===== src/mfc_pkg.sv =====
`default_nettype none
// ----------------------------------------------------------------------------
// mfc_pkg
// Shared types, codes and digit helpers for the memory, flag and command
// word unit.
// ----------------------------------------------------------------------------
package mfc_pkg;

  localparam int MemWords = 100;
  localparam int MemAddrW = (MemWords > 1) ? $clog2(MemWords) : 1;

  localparam int WordW    = 16;
  localparam int FuncW    = 3;
  localparam int AddrW    = 7;
  localparam int FlagNumW = 3;
  localparam int CodeW    = 7;
  localparam int StatusW  = 3;
  localparam int FlagsW   = 5;

  // Operation codes.
  localparam logic [FuncW-1:0] FnMemWrite  = 3'd0;
  localparam logic [FuncW-1:0] FnMemRead   = 3'd1;
  localparam logic [FuncW-1:0] FnFlagWrite = 3'd2;
  localparam logic [FuncW-1:0] FnFlagRead  = 3'd3;
  localparam logic [FuncW-1:0] FnEncode    = 3'd4;
  localparam logic [FuncW-1:0] FnDecode    = 3'd5;

  // Status codes.
  localparam logic [StatusW-1:0] StOk       = 3'd0;
  localparam logic [StatusW-1:0] StMemory   = 3'd1;
  localparam logic [StatusW-1:0] StBadFlag  = 3'd2;
  localparam logic [StatusW-1:0] StBadValue = 3'd3;
  localparam logic [StatusW-1:0] StUnknown  = 3'd4;
  localparam logic [StatusW-1:0] StOperand  = 3'd5;

  // Flag numbers that the unit raises itself.
  localparam logic [FlagNumW-1:0] FlagOverflow = 3'd1;
  localparam logic [FlagNumW-1:0] FlagMemory   = 3'd3;
  localparam logic [FlagNumW-1:0] FlagUnknown  = 3'd5;

  localparam logic [CodeW-1:0] MaxOperand = 7'd79;

  typedef struct packed {
    logic [FuncW-1:0]    func;
    logic [AddrW-1:0]    address;
    logic [WordW-1:0]    data_word;
    logic [FlagNumW-1:0] flag_number;
    logic [CodeW-1:0]    command_code;
    logic [CodeW-1:0]    operand_value;
  } item_t;

  typedef struct packed {
    logic [WordW-1:0]   result_word;
    logic               flag_bit;
    logic [StatusW-1:0] status;
    logic [CodeW-1:0]   command_out;
    logic [CodeW-1:0]   operand_out;
  } result_t;

  function automatic logic opcode_known(input logic [CodeW-1:0] c);
    return (c == 7'd10) || (c == 7'd11) || (c == 7'd20) || (c == 7'd21) ||
           (c >= 7'd30 && c <= 7'd33) || (c >= 7'd40 && c <= 7'd43) ||
           (c >= 7'd51 && c <= 7'd76);
  endfunction

  // Binary to two-digit BCD, truncated to seven bits. The tens digit uses
  // a reciprocal multiply that is exact for all seven-bit values.
  function automatic logic [CodeW-1:0] to_bcd(input logic [CodeW-1:0] v);
    logic [14:0] prod;
    logic [3:0]  tens;
    logic [7:0]  sum;
    prod = 15'(v) * 15'd205;
    tens = prod[14:11];
    sum  = 8'(v) + 8'(tens) * 8'd6;
    return sum[CodeW-1:0];
  endfunction

  // Weight a nibble pair as high * 10 + low.
  function automatic logic [CodeW-1:0] pair_weight(input logic [CodeW-1:0] v);
    logic [CodeW-1:0] hi;
    hi = 7'(v[6:4]) * 7'd10;
    return hi + 7'(v[3:0]);
  endfunction

endpackage
`default_nettype wire


===== src/mfc_ram.sv =====
`default_nettype none
// ----------------------------------------------------------------------------
// mfc_ram
// Generic single-write, single-read RAM with a registered read port.
// ----------------------------------------------------------------------------
module mfc_ram #(
  parameter int Width = 16,
  parameter int Depth = 100,
  parameter int AddrW = (Depth > 1) ? $clog2(Depth) : 1
) (
  input  wire logic             clk,
  input  wire logic             we,
  input  wire logic [AddrW-1:0] waddr,
  input  wire logic [Width-1:0] wdata,
  input  wire logic [AddrW-1:0] raddr,
  output logic      [Width-1:0] rdata
);

  logic [Width-1:0] mem [Depth];

  always_ff @(posedge clk) begin
    if (we) begin
      mem[waddr] <= wdata;
    end
    rdata <= mem[raddr];
  end

endmodule
`default_nettype wire


===== src/mfc_exec.sv =====
`default_nettype none
// ----------------------------------------------------------------------------
// mfc_exec
// Execute logic: bounds and flag checks, BCD encode and decode, and the
// next value of the flag register for one transaction.
// ----------------------------------------------------------------------------
module mfc_exec (
  input  wire mfc_pkg::item_t                  item,
  input  wire logic [mfc_pkg::WordW-1:0]       mem_data,
  input  wire logic [mfc_pkg::FlagsW-1:0]      flags,
  output mfc_pkg::result_t                     res,
  output logic      [mfc_pkg::FlagsW-1:0]      flags_nxt
);

  logic                            addr_ok;
  logic                            fnum_ok;
  logic [mfc_pkg::FlagsW-1:0]      fmask;
  logic [mfc_pkg::CodeW-1:0]       dec_cmd;
  logic [mfc_pkg::CodeW-1:0]       dec_opv;

  assign addr_ok = {1'b0, item.address} < 8'(mfc_pkg::MemWords);
  assign fnum_ok = (item.flag_number >= 3'd1) && (item.flag_number <= 3'd5);
  assign fmask   = 5'(5'd1 << (item.flag_number - 3'd1));
  assign dec_cmd = mfc_pkg::pair_weight(item.data_word[13:7]);
  assign dec_opv = mfc_pkg::pair_weight(item.data_word[6:0]);

  always_comb begin
    res       = '0;
    flags_nxt = flags;
    case (item.func)
      mfc_pkg::FnMemWrite: begin
        if (!addr_ok) begin
          flags_nxt[mfc_pkg::FlagMemory - 3'd1] = 1'b1;
          res.status = mfc_pkg::StMemory;
        end
      end
      mfc_pkg::FnMemRead: begin
        if (addr_ok) begin
          res.result_word = mem_data;
        end else begin
          flags_nxt[mfc_pkg::FlagMemory - 3'd1] = 1'b1;
          res.status = mfc_pkg::StMemory;
        end
      end
      mfc_pkg::FnFlagWrite: begin
        if (!fnum_ok) begin
          res.status = mfc_pkg::StBadFlag;
        end else if (item.data_word == 16'd1) begin
          flags_nxt = flags | fmask;
        end else if (item.data_word == 16'd0) begin
          flags_nxt = flags & ~fmask;
        end else begin
          res.status = mfc_pkg::StBadValue;
        end
      end
      mfc_pkg::FnFlagRead: begin
        if (!fnum_ok) begin
          res.status = mfc_pkg::StBadFlag;
        end else begin
          res.flag_bit = |(flags & fmask);
        end
      end
      mfc_pkg::FnEncode: begin
        if (!mfc_pkg::opcode_known(item.command_code)) begin
          flags_nxt[mfc_pkg::FlagUnknown - 3'd1] = 1'b1;
          res.status = mfc_pkg::StUnknown;
        end else if (item.operand_value > mfc_pkg::MaxOperand) begin
          flags_nxt[mfc_pkg::FlagOverflow - 3'd1] = 1'b1;
          res.status = mfc_pkg::StOperand;
        end else begin
          res.result_word = {2'b00, mfc_pkg::to_bcd(item.command_code),
                             mfc_pkg::to_bcd(item.operand_value)};
        end
      end
      mfc_pkg::FnDecode: begin
        res.command_out = dec_cmd;
        res.operand_out = dec_opv;
        if (!mfc_pkg::opcode_known(dec_cmd) || dec_opv > mfc_pkg::MaxOperand) begin
          flags_nxt[mfc_pkg::FlagUnknown - 3'd1] = 1'b1;
          res.status = mfc_pkg::StUnknown;
        end
      end
      default: begin
      end
    endcase
  end

endmodule
`default_nettype wire


===== src/memory_flags_command_codec.sv =====
`default_nettype none
// ----------------------------------------------------------------------------
// memory_flags_command_codec
// Word memory, five-bit flag register and BCD command word encode/decode.
// ----------------------------------------------------------------------------
// The start cycle registers the transaction into item_r; its result then goes into res_r with the strobe.
// Throughput: one transaction per cycle; busy stays low.
// Memory writes go in at the start edge, so a read in the next cycle sees them.
// Reset clears the flags, the pipeline strobes and the per-word valid bits,
// so every memory word reads as zero until written. No clearing pass is needed.
// The receiver cannot stall; each result is shown for one cycle.
module memory_flags_command_codec (
  input  wire logic                               clk,
  input  wire logic                               rst_n,
  input  wire logic                               start,
  output logic                                    busy,
  input  wire logic        [mfc_pkg::FuncW-1:0]    in_func,
  input  wire logic        [mfc_pkg::AddrW-1:0]    in_address,
  input  wire logic signed [mfc_pkg::WordW-1:0]    in_data_word,
  input  wire logic        [mfc_pkg::FlagNumW-1:0] in_flag_number,
  input  wire logic        [mfc_pkg::CodeW-1:0]    in_command_code,
  input  wire logic        [mfc_pkg::CodeW-1:0]    in_operand_value,
  output logic                                    out_strobe,
  output logic signed      [mfc_pkg::WordW-1:0]    out_result_word,
  output logic                                    out_flag_bit,
  output logic             [mfc_pkg::StatusW-1:0]  out_status,
  output logic             [mfc_pkg::CodeW-1:0]    out_command_out,
  output logic             [mfc_pkg::CodeW-1:0]    out_operand_out,
  output logic             [mfc_pkg::FlagsW-1:0]   out_flag_register
);

  logic                              accept;
  logic                              addr_ok;
  logic                              mem_we;
  logic [mfc_pkg::MemAddrW-1:0]      mem_addr;
  logic [mfc_pkg::WordW-1:0]         ram_rdata;
  logic [mfc_pkg::WordW-1:0]         mem_data;

  logic [mfc_pkg::MemWords-1:0]      valid_r;
  logic                              rd_valid_r;
  logic                              in_valid_r;
  mfc_pkg::item_t                    item_r;
  logic [mfc_pkg::FlagsW-1:0]        flags_r;
  logic [mfc_pkg::FlagsW-1:0]        flags_nxt;
  mfc_pkg::result_t                  res_nxt;
  mfc_pkg::result_t                  res_r;
  logic                              out_strobe_r;

  // There is no stall condition, so busy is tied low.
  assign busy    = 1'b0;
  assign accept  = start && !busy;
  assign addr_ok = {1'b0, in_address} < 8'(mfc_pkg::MemWords);
  assign mem_we  = accept && (in_func == mfc_pkg::FnMemWrite) && addr_ok;
  assign mem_addr = in_address[mfc_pkg::MemAddrW-1:0];

  mfc_ram #(
    .Width (mfc_pkg::WordW),
    .Depth (mfc_pkg::MemWords)
  ) u_ram (
    .clk   (clk),
    .we    (mem_we),
    .waddr (mem_addr),
    .wdata (in_data_word),
    .raddr (mem_addr),
    .rdata (ram_rdata)
  );

  // A word never written reads as zero.
  assign mem_data = rd_valid_r ? ram_rdata : '0;

  mfc_exec u_exec (
    .item      (item_r),
    .mem_data  (mem_data),
    .flags     (flags_r),
    .res       (res_nxt),
    .flags_nxt (flags_nxt)
  );

  always_ff @(posedge clk) begin
    if (!rst_n) begin
      valid_r      <= '0;
      in_valid_r   <= 1'b0;
      out_strobe_r <= 1'b0;
      flags_r      <= '0;
    end else begin
      in_valid_r   <= accept;
      out_strobe_r <= in_valid_r;
      if (mem_we) begin
        valid_r[mem_addr] <= 1'b1;
      end
      if (in_valid_r) begin
        flags_r <= flags_nxt;
      end
    end
  end

  always_ff @(posedge clk) begin
    rd_valid_r <= addr_ok ? valid_r[mem_addr] : 1'b0;
    if (accept) begin
      item_r <= '{func:          in_func,
                  address:       in_address,
                  data_word:     in_data_word,
                  flag_number:   in_flag_number,
                  command_code:  in_command_code,
                  operand_value: in_operand_value};
    end
    if (in_valid_r) begin
      res_r <= res_nxt;
    end
  end

  assign out_strobe        = out_strobe_r;
  assign out_result_word   = res_r.result_word;
  assign out_flag_bit      = res_r.flag_bit;
  assign out_status        = res_r.status;
  assign out_command_out   = res_r.command_out;
  assign out_operand_out   = res_r.operand_out;
  assign out_flag_register = flags_r;

`ifndef SYNTHESIS
  a_strobe_follows: assert property (@(posedge clk) disable iff (!rst_n)
    in_valid_r |=> out_strobe_r)
    else $error("result strobe missing after execute stage");

  a_flags_hold: assert property (@(posedge clk) disable iff (!rst_n)
    !in_valid_r |=> $stable(flags_r))
    else $error("flag register changed without a transaction");

  a_mem_flag: assert property (@(posedge clk) disable iff (!rst_n)
    (out_strobe_r && res_r.status == mfc_pkg::StMemory) |->
      flags_r[mfc_pkg::FlagMemory - 3'd1])
    else $error("memory access error without memory flag");
`endif

endmodule
`default_nettype wire

===== config.mk =====
export PLATFORM = sky130hd
export DESIGN_NAME = memory_flags_command_codec
export DESIGN_NICKNAME = d
export VERILOG_FILES = /design/src/mfc_pkg.sv /design/src/mfc_ram.sv /design/src/mfc_exec.sv /design/src/memory_flags_command_codec.sv
export SDC_FILE = /design/constraint.sdc
export NUM_CORES = 2
export LEC_CHECK = 0
export BUFFER_PORTS_ARGS = -buffer_cell sky130_fd_sc_hd__buf_2
export CAP_MARGIN = 20
export CORE_MARGIN = 2
export CORE_UTILIZATION = 30
export DETAILED_ROUTE_END_ITERATION = 10
export PLACE_DENSITY = 0.51
export REMOVE_ABC_BUFFERS = 1
export SLEW_MARGIN = 20
export SYNTH_ARGS = -nofsm -noshare
export SYNTH_HDL_FRONTEND = slang
export SYNTH_SLANG_ARGS = --single-unit

===== constraint.sdc =====
create_clock -name clk -period 20.1 [get_ports clk]
set_clock_uncertainty 0.1 [all_clocks]
set_input_delay 0 -clock clk [delete_from_list [all_inputs] [get_ports clk]]
set_output_delay 0 -clock clk [all_outputs]
set_load 0.1 [all_outputs]

-- Word level (Yosys, flattened, before mapping)
Memory sizes are Yosys's and may differ from the RTL's. A register that Yosys moved wholly into a read port is not among the register bits.
Cells that the tools add are included.
- register bits after elaboration: 185
- memory bits (writable): 1600
- bits of input ports: 46
- logic and storage cells: 147
- memories kept: 1
- add/subtract/negate cells: 5
- $mul: 6
- order comparisons: 20
- equality and inequality tests: 21
- shift operators: 1
- mux-type cells: 31
- bitwise operators: 5
- reduce and logical (&&, ||, !) cells: 38
- memories (name ; words ; width ; read ports ; clocked after Yosys merged registers in ; write ports ; RTL line ; source):
    u_ram.mem ; 100 ; 16 ; 1 ; 1 ; 1 ; mfc_ram.sv:19 ; logic [Width-1:0] mem [Depth];
- operator list (operator ; number):
    $or A100 B100 Y100 ; 1
    $mux W16 ; 3
    $pmux W16 S2 ; 1
    $mul A7 B8 Y15 const B ; 2
    $eq A7 B4 Y1 const B ; 4
    $eq A7 B5 Y1 const B ; 4
    $ge A7 B6 Y1 const B ; 4
    $le A7 B6 Y1 const B ; 4
    $eq A16 B1 Y1 const B ; 1
    $logic_not A16 Y1 ; 1
    $mux W3 ; 5
    $mux W5 ; 3
    $pmux W3 S5 ; 1
    $add A7 B4 Y7 ; 2
    $add A7 B7 Y7 ; 2
    $ge A7 B5 Y1 const B ; 2
    $gt A7 B7 Y1 const B ; 2
    $le A7 B7 Y1 const B ; 2
    $lt A7 B7 Y1 const B ; 2
    $mux W14 ; 1
    $logic_or A1 B1 Y1 ; 13
    $mul A3 B3 Y6 const B ; 2
    $mul A4 B2 Y6 const B ; 2
    $reduce_and A6 Y1 ; 2
    31 further kinds ; 61

-- Longest topological paths before layout
- depth in word-level cells: 13
- gate-level depth with buffers: 26

-- Cells and area by module
Synthesis repeated with hierarchy kept, for this count alone.
- cell total of the unflattened synthesis: 3750
- area, all modules: 72992.5 µm²
- by module, submodules not included (module ; instances ; cells each ; area each (µm²) ; sequential area each (µm²)):
    mfc_ram ; 1 ; 2669 ; 61833.1 ; 48366.4
    memory_flags_command_codec ; 1 ; 594 ; 7123.1 ; 4474.3
    mfc_exec ; 1 ; 487 ; 4036.4 ; 0.0

-- Worst setup path after synthesis
Ideal clock, no wire load.
- kind: flip-flop to flip-flop
- from: reg item_r[11] in the netlist's numbering
- to: reg res_r, in the netlist out_result_word[13], data pin
- setup time: 0.257 ns
- arrival: 6.324 ns
- required time: 19.743 ns
- slack: 13.420 ns
- cell stages (with the launch flop): 26
- clock period less this slack: 6.680 ns
- cell sequence: edfxtp_1 -> inv_1 -> ha_1 -> fa_1 -> ha_1 -> inv_1 -> fa_1 -> inv_1 -> ha_1 -> a211oi_1 -> nor2_1 -> o31a_1 -> nor3_1 -> xnor2_1 -> inv_1 -> ha_1 -> or3_1 -> o41ai_1 -> a21oi_1 -> o32ai_1 -> ha_1 -> nor2b_1 -> a221oi_1 -> o311ai_0 -> or3_1 -> a32o_1
- RTL lines (item ; RTL line ; source):
    start: declaration ; memory_flags_command_codec.sv:42 ; mfc_pkg::item_t item_r;
    start signal: assignment ; memory_flags_command_codec.sv:100 ; item_r <= '{func: in_func,
    end signal: assignment ; memory_flags_command_codec.sv:108 ; res_r <= res_nxt;
    end: declaration ; memory_flags_command_codec.sv:46 ; mfc_pkg::result_t res_r;

==> results.md <==
- Kind of end point of the critical path: register
- Post_cts resized: 0
- YS warnings: 0
- IO Pins: 87
- Syn avg cell area: 16.9 um^2
- Clock buffer count from CTS: 178
- Non-filler instance count after layout: 7,907
- Power Density: 100 mW/mm^2
- Clk pin slew, worst setup/hold paths: 0.07 ns
- Largest net degree at the start of global routing: 85
- Final WL: 253,000 um
- Synth Cell Area: 0.0725 mm^2
- HP Class: in2reg
- Clk sinks: 1,799
- Via count: 43,800
- Pleak: 0.0275 uW
- Share of post-route cells with drive strength above 1: 18.6%
- Clk root buf: clkbuf_16
- # rows: 180
- Startpoint types: register
- Initial antenna violation count: 24
- Sequential Power Share: 49.3%
- Drt first pass iters: 5
- CTS tree: built
- GRT Resource Usage Total: 20.1%
- Final nets: 4,749
- RSZ-0062 raised after global routing: no
- Crit-path max FO: 10
- Port bufs: 85
- Setup TNS: 0 ns
- Filler cells: 22,900
- Vias in the first global route: 42,100
- Global route overflow: 0
- Largest cells by area after synthesis: edfxtp_1 (69%), dfxtp_1 (3.4%), mux4_2 (2.9%)
- Post-synth EDFFs: 1,675
- Initial drt markers: 5,801
- Yosys reg bits: 1,799
- Critical path type: reg2reg
- Area growth syn-to-layout: 15.5%
- Synth cell types: 92
- Post-DRT Antenna Nets: 0
- Worst slew pin tran: 1.30 ns
- CTS H-Tree Depth: 4
- Setup bufs post-CTS: 0
- DR vias/cell: 5.54
- Max-slew violations: 0
- Worst endpoint required time: 20.59 ns
- Dpl cells: 7,507
- Clock power frac: 39.0%
- Full die area: 0.246 mm^2
- Mapped Cells: 4,295
- Worst-Skew Late Latency: 0.85 ns
- Top cell type by total area after synthesis: edfxtp_1
- Outcome: finished, final reports clean
- Peak Freq: 130 MHz
- Global-route wire length before repair: 348,000 um
- Comb pwr share: 11.7%
- Die Width: 496 um
- Worst hold slack: 0.0646 ns
- Final hold vios: 0
- Post-route clock period utilization: 38.2%
- # DRC: 0
- Avg WL per Cell: 32.0 um
- Starting Density: 30.2%
- Area share of the largest cell type after synthesis: 69.3%
- Min cycle time layout: 7.67 ns
- Clock Path Buffers: 3
- Relative slew slack: 12.2%
- Cell-internal power: 6250 uW
- Ys async rst share: 0%
- Peak supply drop: 0.0000641 V
- Synth Flop Type: edfxtp_1
- Routability cong.: 0.918
- Detailed-placement wirelength estimate: 153,000 um
- Sw frac: 25.5%
- Max-cap violations: 0
- Sequential-to-total area share from yosys stat: 72.8%
- Final setup vio count: 0
- Die height: 496 um
- Core ar.: 0.241 mm^2
- Sw power: 2140 uW
- CP arrival: 8.16 ns
==> timing repair <==
action / 4_1_cts / 5_1_grt
hold buffers: 63 / 0
endpoints found under the hold margin: 763 / 0
endpoints found under the setup margin: 0 / 0
==> cell families (layout without fill, tap and decap cells) <==
| kind of cell | Yosys count | count (layout) | synth area share, % |
|---|---|---|---|
| AND/OR/NAND/NOR | 529 | 529 | 3.40 |
| buffers and inverters | 348 | 769 | 2.55 |
| AO/OA/AOI/OAI | 1045 | 1045 | 10.9 |
| flip-flops | 1799 | 1799 | 72.8 |
| adder cells (fa/ha/maj) | 138 | 138 | 2.61 |
| other | 1 | 7 | 0.00517 |
| multiplexers | 406 | 406 | 7.44 |
| XOR/XNOR | 29 | 29 | 0.350 |
==> synth_stat cells (94+ instances only) <==
cell type  count
mux4_2        94
mux2i_1      209
a21oi_1       97
dfxtp_1      124
a221oi_1     189
o22ai_1      103
nand2_1      136
o21a_1       108
a22oi_1      147
nor2_1       213
ha_1         116
edfxtp_1    1675
==> metal layers <==
layer / GRT usage (%) / up-vias / share of wire, %
met5: 0 / - / 0.019
met4: 6.74 / 8 / 3.7
met3: 4.21 / 401 / 9.2
met2: 31.2 / 2300 / 45
met1: 28.1 / 23100 / 42
li1: - / 18000 / -
==> power groups by stage <==
stage	Clock (uW)	Sequential, uW	Combinational (uW)
after CTS	3320	4130	980
after global routing	3460	4130	1070
final	3270	4130	983
after detailed placement	0	4210	965
after floorplan	0	4230	517
after global placement	0	4210	960
==> area by class of cell <==
| class | count | area (um^2) | area share [%] |
|---|---|---|---|
| diodes | 6 | 15.0 | 0.0179 |
| inverters | 75 | 288 | 0.343 |
| clock inverters | 87 | 828 | 0.988 |
| flip-flops and latches | 1799 | 52800 | 63.0 |
| clock buffers | 244 | 4860 | 5.80 |
| repair buffers | 363 | 2780 | 3.32 |
| well taps | 3185 | 3990 | 4.76 |
| multi-input cells | 2148 | 18300 | 21.8 |
==> worst paths after layout <==
path	to	from	slack (ns)	cells past startpoint
max	out_result_word[13]$_DFFE_PP_	item_r[11]$_DFFE_PP_	12.43	25
min	u_ram.mem[17][13]$_DFFE_PP_	in_data_word[13]	0.06	2
min reg2reg	valid_r[82]$_SDFFE_PN0P_	valid_r[82]$_SDFFE_PN0P_	0.36	1
max reg2reg	out_result_word[13]$_DFFE_PP_	item_r[11]$_DFFE_PP_	12.43	25
==> flip-flops by register name, indices dropped and copies added, names as in the netlist, named ones only <==
register           cells
in_valid_r             1
item_r                41
out_command_out        7
out_flag_bit           1
out_flag_register      3
out_operand_out        7
out_result_word       16
out_status             3
out_strobe             1
rd_valid_r             1
u_ram.mem           1600
u_ram.rdata           16
valid_r              100
==> cells in the final DEF, fill, tap and decap left out, drive strengths merged, types with 77 or more instances in the layout <==
cell	netlist	layout
ha	116	116
inv	74	77
dfxtp	124	124
a22oi	147	147
buf	188	300
mux2i	209	209
clkbuf	85	244
o21ai	88	88
a21oi	97	97
mux4	95	95
o21a	108	108
o22ai	103	103
nand2	137	137
edfxtp	1675	1675
a221oi	196	196
nor2	213	213
mux2	102	102
==> worst max-delay path, cell delays in order, from the launching register on <==
cell      delay (ns)
edfxtp_1        0.61
inv_1           0.21
ha_1            0.40
fa_1            0.48
ha_1            0.29
inv_1           0.05
fa_1            0.50
inv_1           0.05
ha_1            0.30
a211oi_1        0.24
nor2_1          0.12
o31a_1          0.35
nor3_1          0.47
xnor2_1         0.27
inv_1           0.09
ha_1            0.34
or3_1           0.38
o41ai_1         0.27
a21oi_1         0.08
o32ai_1         0.19
ha_1            0.34
nor2b_1         0.16
a221oi_1        0.29
o311ai_0        0.25
or3_1           0.35
a32o_1          0.25
==> stage by stage <==
stage	setup WS, ns	total power [uW]	utilization, %	instance area (um^2)
floorplan	13.42	4750	-	71000
global route	11.95	8650	34.8	83800
global placement	12.48	5170	32.2	77400
detailed placement	12.45	5180	32.2	77400
CTS	12.39	8430	34.8	83800
finish	12.43	8390	34.8	83800
Power figures use the tool's default switching activity.
